`config.mk`:
```
export PLATFORM = sky130hd
export DESIGN_NAME = log8_code_converter
export DESIGN_NICKNAME = d
export VERILOG_FILES = /design/src/design/lc8_pkg.sv /design/src/design/lc8_convert.sv /design/src/design/log8_code_converter.sv
export SDC_FILE = /design/constraint.sdc
export NUM_CORES = 1
export LEC_CHECK = 0
export BUFFER_PORTS_ARGS = -buffer_cell sky130_fd_sc_hd__buf_2
export CORE_MARGIN = 1
export CORE_UTILIZATION = 45
export CTS_BUF_LIST = sky130_fd_sc_hd__clkbuf_4
export CTS_CLUSTER_DIAMETER = 30
export DETAILED_ROUTE_END_ITERATION = 16
export PLACE_DENSITY_LB_ADDON = 0.08
export SLEW_MARGIN = 10
export SYNTH_ARGS = -nofsm -noshare
export SYNTH_HDL_FRONTEND = slang
export SYNTH_SLANG_ARGS = --single-unit
```
`constraint.sdc`:
```
create_clock -name clk -period 12.85 [get_ports clk]
set_input_delay 1.9275 -clock clk [delete_from_list [all_inputs] [get_ports clk]]
set_output_delay 1.9275 -clock clk [all_outputs]
set_load 0.03 [all_outputs]
```
`src/design/lc8_pkg.sv`:
```
// ----------------------------------------------------------------------------
// lc8_pkg: shared types and constants for the log8 code converter
// Operation codes, code layout constants, offset function, result bundle.
// ----------------------------------------------------------------------------
`default_nettype none

package lc8_pkg;

  localparam int CodeW  = 8;
  localparam int ValueW = 20;
  localparam int InW    = 32;
  localparam int ExpW   = 4;
  localparam int ManW   = 4;

  localparam logic [ManW-1:0]   MaskNibble = 4'h0f;
  localparam logic [ExpW-1:0]   MaxExp     = 4'd15;
  localparam logic [CodeW-1:0]  SatCode    = 8'hFF;
  localparam logic [14:0]       OffMask    = 15'h7FFF;
  // smallest value that no longer fits at exponent 15: 16 * (2^16 - 1)
  localparam logic [ValueW-1:0] SatLimit   = 20'd1048560;

  typedef enum logic {
    KIND_DECODE = 1'b0,
    KIND_ENCODE = 1'b1
  } kind_t;

  typedef struct packed {
    logic [CodeW-1:0]  code;
    logic [ValueW-1:0] value;
    logic              saturated;
  } result_t;

  // offset of exponent e: 16 * (2^e - 1)
  function automatic logic [ValueW-1:0] exp_offset(input logic [ExpW-1:0] e);
    logic [14:0] ones;
    ones = OffMask >> (MaxExp - e);
    return {1'b0, ones, 4'b0000};
  endfunction

endpackage

`default_nettype wire

```
`src/design/lc8_convert.sv`:
```
// ----------------------------------------------------------------------------
// lc8_convert: combinational code/value conversion
// Decode: (m << e) + offset(e). Encode: priority compare against the fixed
// offsets, then m = (v - offset) >> e, saturating to 0xFF when too large.
// ----------------------------------------------------------------------------
`default_nettype none

module lc8_convert (
  input  wire lc8_pkg::kind_t                kind,
  input  wire logic [lc8_pkg::CodeW-1:0]     code_in,
  input  wire logic [lc8_pkg::InW-1:0]       value_in,
  output lc8_pkg::result_t                   res
);

  logic [lc8_pkg::ExpW-1:0]   dec_e;
  logic [lc8_pkg::ManW-1:0]   dec_m;
  logic [lc8_pkg::ValueW-1:0] dec_value;
  logic [lc8_pkg::ExpW-1:0]   enc_e;
  logic [lc8_pkg::ValueW-1:0] enc_diff;
  logic [lc8_pkg::ValueW-1:0] enc_shift;
  logic                       enc_sat;
  logic [lc8_pkg::ValueW-1:0] v20;

  assign dec_e     = code_in[7:4];
  assign dec_m     = code_in[3:0] & lc8_pkg::MaskNibble;
  assign dec_value = ({16'd0, dec_m} << dec_e) + lc8_pkg::exp_offset(dec_e);

  assign v20     = value_in[lc8_pkg::ValueW-1:0];
  assign enc_sat = (value_in[lc8_pkg::InW-1:lc8_pkg::ValueW] != '0) ||
                   (v20 >= lc8_pkg::SatLimit);

  // largest exponent whose offset does not exceed the value; below 16 gives e = 0
  always_comb begin
    enc_e = '0;
    for (int k = 1; k <= 15; k++) begin
      if (lc8_pkg::exp_offset(k[lc8_pkg::ExpW-1:0]) <= v20) begin
        enc_e = k[lc8_pkg::ExpW-1:0];
      end
    end
  end

  assign enc_diff  = v20 - lc8_pkg::exp_offset(enc_e);
  assign enc_shift = enc_diff >> enc_e;

  always_comb begin
    res = '0;
    if (kind == lc8_pkg::KIND_ENCODE) begin
      if (enc_sat) begin
        res.code      = lc8_pkg::SatCode;
        res.saturated = 1'b1;
      end else begin
        res.code = {enc_e, enc_shift[lc8_pkg::ManW-1:0]};
      end
    end else begin
      res.value = dec_value;
    end
  end

endmodule

`default_nettype wire

```
`src/design/log8_code_converter.sv`:
```
// ----------------------------------------------------------------------------
// log8_code_converter: 8-bit logarithmic code <-> unsigned integer
// Two-register pipeline: input register, conversion logic, result register.
// ----------------------------------------------------------------------------
//  channel | handshake            | payload
//  --------+----------------------+-----------------------------------------
//  in      | in_valid / in_stall  | kind, code_in, value_in
//  out     | out_valid / out_stall| code_out, value_out, saturated
//
//  One transaction per cycle sustained while out_stall is low; an accepted
//  input passes the input register, then the result register (out_valid).
//  The conversion is a single pass through the offset compare and shifter.
//  rst is synchronous and empties both stages.
//  out_stall holds the result register; in_stall rises only when both
//  stages are full and the result is stalled.
// ----------------------------------------------------------------------------
`default_nettype none

module log8_code_converter (
  input  wire logic                          clk,
  input  wire logic                          rst,
  input  wire logic                          in_valid,
  output logic                               in_stall,
  input  wire logic                          kind,
  input  wire logic [lc8_pkg::CodeW-1:0]     code_in,
  input  wire logic [lc8_pkg::InW-1:0]       value_in,
  output logic                               out_valid,
  input  wire logic                          out_stall,
  output logic [lc8_pkg::CodeW-1:0]          code_out,
  output logic [lc8_pkg::ValueW-1:0]         value_out,
  output logic                               saturated
);

  logic                      s1_valid;
  lc8_pkg::kind_t            s1_kind;
  logic [lc8_pkg::CodeW-1:0] s1_code;
  logic [lc8_pkg::InW-1:0]   s1_value;
  logic                      s2_load;
  lc8_pkg::result_t          conv;

  assign s2_load  = s1_valid && (!out_valid || !out_stall);
  assign in_stall = s1_valid && !s2_load;

  always_ff @(posedge clk) begin
    if (rst) begin
      s1_valid <= 1'b0;
    end else if (!in_stall) begin
      s1_valid <= in_valid;
    end
  end

  always_ff @(posedge clk) begin
    if (in_valid && !in_stall) begin
      s1_kind  <= lc8_pkg::kind_t'(kind);
      s1_code  <= code_in;
      s1_value <= value_in;
    end
  end

  lc8_convert u_convert (
    .kind     (s1_kind),
    .code_in  (s1_code),
    .value_in (s1_value),
    .res      (conv)
  );

  always_ff @(posedge clk) begin
    if (rst) begin
      out_valid <= 1'b0;
    end else if (!out_valid || !out_stall) begin
      out_valid <= s1_valid;
    end
  end

  always_ff @(posedge clk) begin
    if (s2_load) begin
      code_out  <= conv.code;
      value_out <= conv.value;
      saturated <= conv.saturated;
    end
  end

  // input side backs up only behind a stalled, full result register
  a_stall_cause: assert property (@(posedge clk) disable iff (rst)
    in_stall |-> (out_valid && out_stall))
    else $error("in_stall without a stalled result");

  // an item in the input register moves on when the result register is empty
  a_advance: assert property (@(posedge clk) disable iff (rst)
    (s1_valid && !out_valid) |=> out_valid)
    else $error("item not advanced into empty result register");

  a_sat_code: assert property (@(posedge clk) disable iff (rst)
    (out_valid && saturated) |-> (code_out == lc8_pkg::SatCode && value_out == '0))
    else $error("saturated result without clamped code");

  a_one_side: assert property (@(posedge clk) disable iff (rst)
    (out_valid && value_out != '0) |-> (code_out == '0 && !saturated))
    else $error("decode result carries encode fields");

endmodule

`default_nettype wire

```
Word-level counts from Yosys, hierarchy flattened

Index checks and enable logic that the tools add are counted.

Register bits after elaboration: 72
Input port bits: 45
Output and inout bits: 31
Word-level logic and storage cells: 59

$add $sub $neg: 4
Magnitude comparators: 16
Shifts and indexed selects: 4
Mux-type cells: 17
Reduce and logical (&&, ||, !) cells: 10

Operators with widths:

| operator                                                                           | count |
|---|---|
| 4-bit two-way mux                                                                  | 8 |
| 15-bit by 4-bit >> shifter with 15-bit output (first input constant)               | 2 |
| 20-bit by 19-bit adder with 20-bit output                                          | 1 |
| 20-bit greater-or-equal comparator (second input constant)                         | 1 |
| 10-bit by 20-bit less-or-equal comparator with 1-bit output (first input constant) | 1 |
| 11-bit by 20-bit less-or-equal comparator with 1-bit output (first input constant) | 1 |
| 12-bit by 20-bit less-or-equal comparator with 1-bit output (first input constant) | 1 |
| 13-bit by 20-bit less-or-equal comparator with 1-bit output (first input constant) | 1 |
| 14-bit by 20-bit less-or-equal comparator with 1-bit output (first input constant) | 1 |
| 15-bit by 20-bit less-or-equal comparator with 1-bit output (first input constant) | 1 |
| 16-bit by 20-bit less-or-equal comparator with 1-bit output (first input constant) | 1 |
| 17-bit by 20-bit less-or-equal comparator with 1-bit output (first input constant) | 1 |
| 18-bit by 20-bit less-or-equal comparator with 1-bit output (first input constant) | 1 |
| 19-bit by 20-bit less-or-equal comparator with 1-bit output (first input constant) | 1 |
| 5-bit by 20-bit less-or-equal comparator with 1-bit output (first input constant)  | 1 |
| 6-bit by 20-bit less-or-equal comparator with 1-bit output (first input constant)  | 1 |
| 7-bit by 20-bit less-or-equal comparator with 1-bit output (first input constant)  | 1 |
| 8-bit by 20-bit less-or-equal comparator with 1-bit output (first input constant)  | 1 |
| 9-bit by 20-bit less-or-equal comparator with 1-bit output (first input constant)  | 1 |
| 4-bit by 4-bit left shift with 20-bit output                                       | 1 |
| 20-bit by 4-bit >> shifter with 4-bit output                                       | 1 |
| 20-bit by 19-bit subtractor with 20-bit output                                     | 1 |
| 3-bit two-way mux                                                                  | 4 |
| 12-bit nonzero test                                                                | 1 |
| other kinds (7)                                                                    | 16 |

Logic depth before layout (Yosys ltp)

Depth in word-level cells: 21
Depth in mapped cells: 18
Gate-level depth less buffers: 17

By module

From an unflattened synthesis, not the netlist that was laid out.

Cell total of the unflattened synthesis: 486
Area total of the unflattened synthesis: 4948.5 um2

Modules (own cells, without submodules):

| module              | instances | cells each | area each (um2) | seq. area each (um2) |
|---|---|---|---|---|
| lc8_convert         | 1         | 406        | 2760.1          | 0.0 |
| log8_code_converter | 1         | 80         | 2188.3          | 2142.1 |

Least setup slack after synthesis

No wires, ideal clock.

Path kind: input port to flip-flop
Start point: input out_stall
End point: register code_out[0] in the netlist's numbering (enable)
Setup time: 0.460 ns
Arrival: 4.090 ns
Data required time: 12.390 ns
Path slack: 8.301 ns
Stages: 1
Path buffers: 0
Cells stage by stage: a21boi_0

Cells in the longest elaborated chain, start to end: 3

RTL lines:

| what                 | RTL line                  | source |
|---|---|---|
| start, declared      | log8_code_converter.sv:28 | `input wire logic out_stall,` |
| 1-bit zero test      | log8_code_converter.sv:41 | `assign s2_load = s1_valid && (!out_valid \|\| !out_stall);` |
| 1-bit logical OR     | log8_code_converter.sv:41 |  |
| 1-bit logical AND    | log8_code_converter.sv:41 |  |
| end signal, assigned | log8_code_converter.sv:77 | `code_out <= conv.code;` |
| end, declared        | log8_code_converter.sv:29 | `output logic [lc8_pkg::CodeW-1:0] code_out,` |

No other way between the ends.
A chain may end at the register's enable or synchronous reset.

Worst setup path after layout

Start point: register s1_value[18] in the netlist's numbering
End point: register code_out[3] in the netlist's numbering (data pin)

Cells in the longest elaborated chain, start to end: 21
Elaborated cells on any way between the ends: 37
Those cells by class: add/sub: 2; order compare: 16; shift: 2; mux: 16; reduce/logical: 1

RTL lines:

| what                                                       | RTL line                  | source |
|---|---|---|
| start, declared                                            | log8_code_converter.sv:37 | `logic [lc8_pkg::InW-1:0] s1_value;` |
| start signal, assigned                                     | log8_code_converter.sv:56 | `s1_value <= value_in;` |
| 5-bit by 20-bit less-or-equal comparator with 1-bit output | lc8_convert.sv:36         | `if (lc8_pkg::exp_offset(k[lc8_pkg::ExpW-1:0]) <= v20) begin` |
| 1-bit two-way mux                                          | lc8_convert.sv:36         |  |
| 2-bit two-way mux (2 in series)                            | lc8_convert.sv:36         |  |
| 3-bit two-way mux (4 in series)                            | lc8_convert.sv:36         |  |
| 4-bit two-way mux (8 in series)                            | lc8_convert.sv:36         |  |
| 4-bit subtractor                                           | lc8_pkg.sv:36             | `ones = OffMask >> (MaxExp - e);` |
| 15-bit by 4-bit >> shifter with 15-bit output              | lc8_pkg.sv:36             |  |
| 20-bit by 19-bit subtractor with 20-bit output             | lc8_convert.sv:42         | `assign enc_diff = v20 - lc8_pkg::exp_offset(enc_e);` |
| 20-bit by 4-bit >> shifter with 4-bit output               | lc8_convert.sv:43         | `assign enc_shift = enc_diff >> enc_e;` |
| 8-bit two-way mux (*)                                      | lc8_convert.sv:48         | `if (enc_sat) begin` |

Every way passes the cells marked *; elsewhere a longest branch is shown, timed or not.

==> metrics <==
DR WL met2 4420 um; Ports 76; Fillers 958; gr ovfl total 0; ranking of synthesized cells by area edfxtp_1 43%, ha_1 7.2%, mux2i_1 5.7%, nor2_1 4.4%, xnor2_1 2.5%; Placement Rows 37; Layout area overhead 12.7%; layout net count 622; status finished, final reports clean; endpoints failing setup 0; Seq pwr share 53.6%; Worst Path Buf+Inv 0; asr flop ratio synth 0%; WL met1 slightly above 5000 um; final non-filler cell total slightly below 700; Worst path max stage delay 550 ps; CP delay by family, top compound AO/OA/AOI/OAI gates; hold slack 513 ps; Max-cap violations 0; Post-CTS Setup Bufs 0; Synth Warn # 0; crit path cell chain nor4_4 -> nand2_1 -> or3_1 -> nor4_1 -> o21a_1 -> ha_1 -> a21oi_1 -> o211ai_1 -> o41ai_1 -> o21ai_0 -> o41ai_1 -> xnor2_1 -> mux2i_1 -> a211oi_1 -> o32ai_1; Gate Count Post-Synth 475; drt pass-1 iters 5; DRC viols 0; Reg area about 2100 um2; Slew headroom 21.8%; #FFs+latches synth 72; switching share of power between 20% and 30%; Fin. Hold Viols 0; DRT Wirelength around 10000 um; input/output buffers 75; most frequent CP cell o41ai_1; syn avg cell area 10.3 um2; CP max-delay cell edfxtp_1; H-tree Lvls 3; Worst Hold Class reg -> reg; Die ar. 11300 um2; Num CTS Buffers 9; vias 3802; Max Clock Freq 213 MHz; uppermost routed layer met4; global-route wire length before repair ~17000 um; Max VDD drop 0.0542 mV; Post-synth EDFFs 70; Distinct cells, synth 64; TNS Setup 0 ps; initial antenna violation count 0; RSZ-0062 raised after global routing false; CTS tree built; Clk Latency, worst-skew pair 410 ps; Post-Syn Area 4880 um2; DR WL/cell approximately 15 um; vias per std cell roughly 5.5; GPL Wtd Cong 0.811; Setup crit end kind register; Post-synth top cells 70 x edfxtp_1, 57 x nor2_1, 28 x ha_1, 28 x mux2i_1, 28 x nand2_1; net load switching power 0.154 mW; Main synth FF type edfxtp_1; clock sink total 72; die height 106 um; Seq/Total Area, Yosys 43.9%; GRT Overall Usage about a fifth; Placed Cells incl. Taps roughly 670; CP Max Fanout 8; CTS root buf clkbuf_4; CP arrival roughly 4800 ps; Worst-path clk slew roughly 120 ps; Core Area between 10000 and 15000 um2; part of the power in combinational logic about a fifth; P_int 0.382 mW; dpl hpwl 7690 um; Setup Skew ~16 ps; Initial Utilization between 40% and 50%; area of the multi-input gates approximately 2600 um2; Die W between 100 and 150 um; Area after DPL 5370 um2; leading area contributor after synthesis edfxtp_1; Clk network pwr share 26.0%; largest net degree at the start of global routing 42; Final Max Tran Viols 0; remaining antenna violation count 0; post-route minimum period 4690 ps; Least-Margin Pin Slew between 1000 and 1500 ps; layout cells sized above 1 20.1%; 1st-iter DRT viols roughly 130; PwrDens 97.4 nW/um2; WL met3 roughly 470 um; # resized after CTS 0; vias in the first global route approximately 3700; Synth Net Count 550; Post-CTS Hold Fix Bufs 0; critical path class reg -> reg; Yosys top cell area share 43.1%; WP data required between 10000 and 15000 ps; post-route cell area 5500 um2; Leak 2.27 nW; top-count cell post-synth edfxtp_1; clock tree buffer depth 2; critical path launch point type register; ANT cells 0; Tcrit/Tclk final 36.5%
## sequential cells by signal, summed over array words and instances, names as in the netlist
name       flops
value_out     20
s1_value      32
s1_valid       1
s1_code        8
code_out       8
saturated      1
out_valid      1
s1_kind        1
## final cells by class
class	instances	share of cell area (%)
inverters	20	1.36
clock buffers	11	1.50
well taps	136	3.09
repair buffers	76	6.96
multi-input cells	368	47.2
flip-flops and latches	72	38.9
clock inverters	5	0.910
## final timing paths
kind         depth (start not counted)  slack (ps)          end          from
max                                 15        8160  code_out[3]  s1_value[18]
min                                  2         510    out_valid      s1_valid
max reg2reg                         15        8160  code_out[3]  s1_value[18]
min reg2reg                          2         510    out_valid      s1_valid
## power by group through the flow
stage / sequential [mW] / combinational (mW) / clock [mW]
4_1_cts: 0.287 / 0.109 / 0.145
5_1_grt: 0.289 / 0.121 / 0.155
2_1_floorplan: 0.298 / 0.0750 / 0
3_5_place_dp: 0.292 / 0.109 / 0
3_3_place_gp: 0.292 / 0.108 / 0
6_report: 0.287 / 0.109 / 0.139
## per-stage QoR
stage,power (mW),setup WS (ps),utilization (%)
floorplan,0.373,8300,-
global placement,0.400,8300,51.5
detailed placement,0.401,8200,51.5
CTS,0.542,8170,52.8
global route,0.566,7690,52.8
finish,0.536,8160,52.8
## worst reg2reg max path, delay by kind of cell, from the launching register on
| kind | cells | cell delay [ps] |
|---|---|---|
| DFF | 1 | 550 |
| muxes | 1 | 90 |
| and+or+nand+nor | 4 | 1320 |
| xor gates and xnor gates | 1 | 160 |
| adders and majority gates | 1 | 270 |
| AOI/OAI and AO/OA | 8 | 2020 |
## cell usage in the layout (no fill, tap or decap), types with 3 or more instances in the layout
cell | Yosys | layout
o221ai_1 | 3 | 3
o21a_1 | 11 | 11
a211oi_1 | 7 | 7
o31a_1 | 4 | 4
mux2_2 | 3 | 3
mux2i_1 | 28 | 28
and2_1 | 9 | 9
nor3_1 | 13 | 13
a21o_1 | 7 | 7
xnor2_1 | 14 | 14
nor4_1 | 7 | 7
or2_2 | 5 | 5
nand3_1 | 10 | 10
xor2_1 | 7 | 7
and3_1 | 7 | 7
clkbuf_4 | 0 | 11
o22ai_1 | 4 | 4
a21oi_1 | 19 | 19
nor2b_1 | 15 | 14
nor2_1 | 57 | 57
o21ai_0 | 19 | 19
buf_2 | 4 | 75
inv_1 | 19 | 19
a31oi_1 | 8 | 8
nand2b_1 | 5 | 5
clkinv_1 | 1 | 3
edfxtp_1 | 70 | 70
or3_1 | 5 | 5
nand2_1 | 28 | 28
ha_1 | 28 | 28
o21bai_1 | 3 | 3
## cells by family after synthesis
logic type,after synthesis,synth area share [%]
simple gates,173,18.2
compound gates,112,16.2
flops,72,43.9
buf+inv,35,3.10
mux,32,6.90
fa+ha+maj,30,8.00
xor+xnor,21,3.77
## per-layer routing
layer  up-vias  track usage, %
li1       1939               -
met1      1771            26.4
met2        80            30.4
met3        12            4.54
met4         0            5.85
met5         -               0
Note: power is estimated with default switching activity, not from simulation.
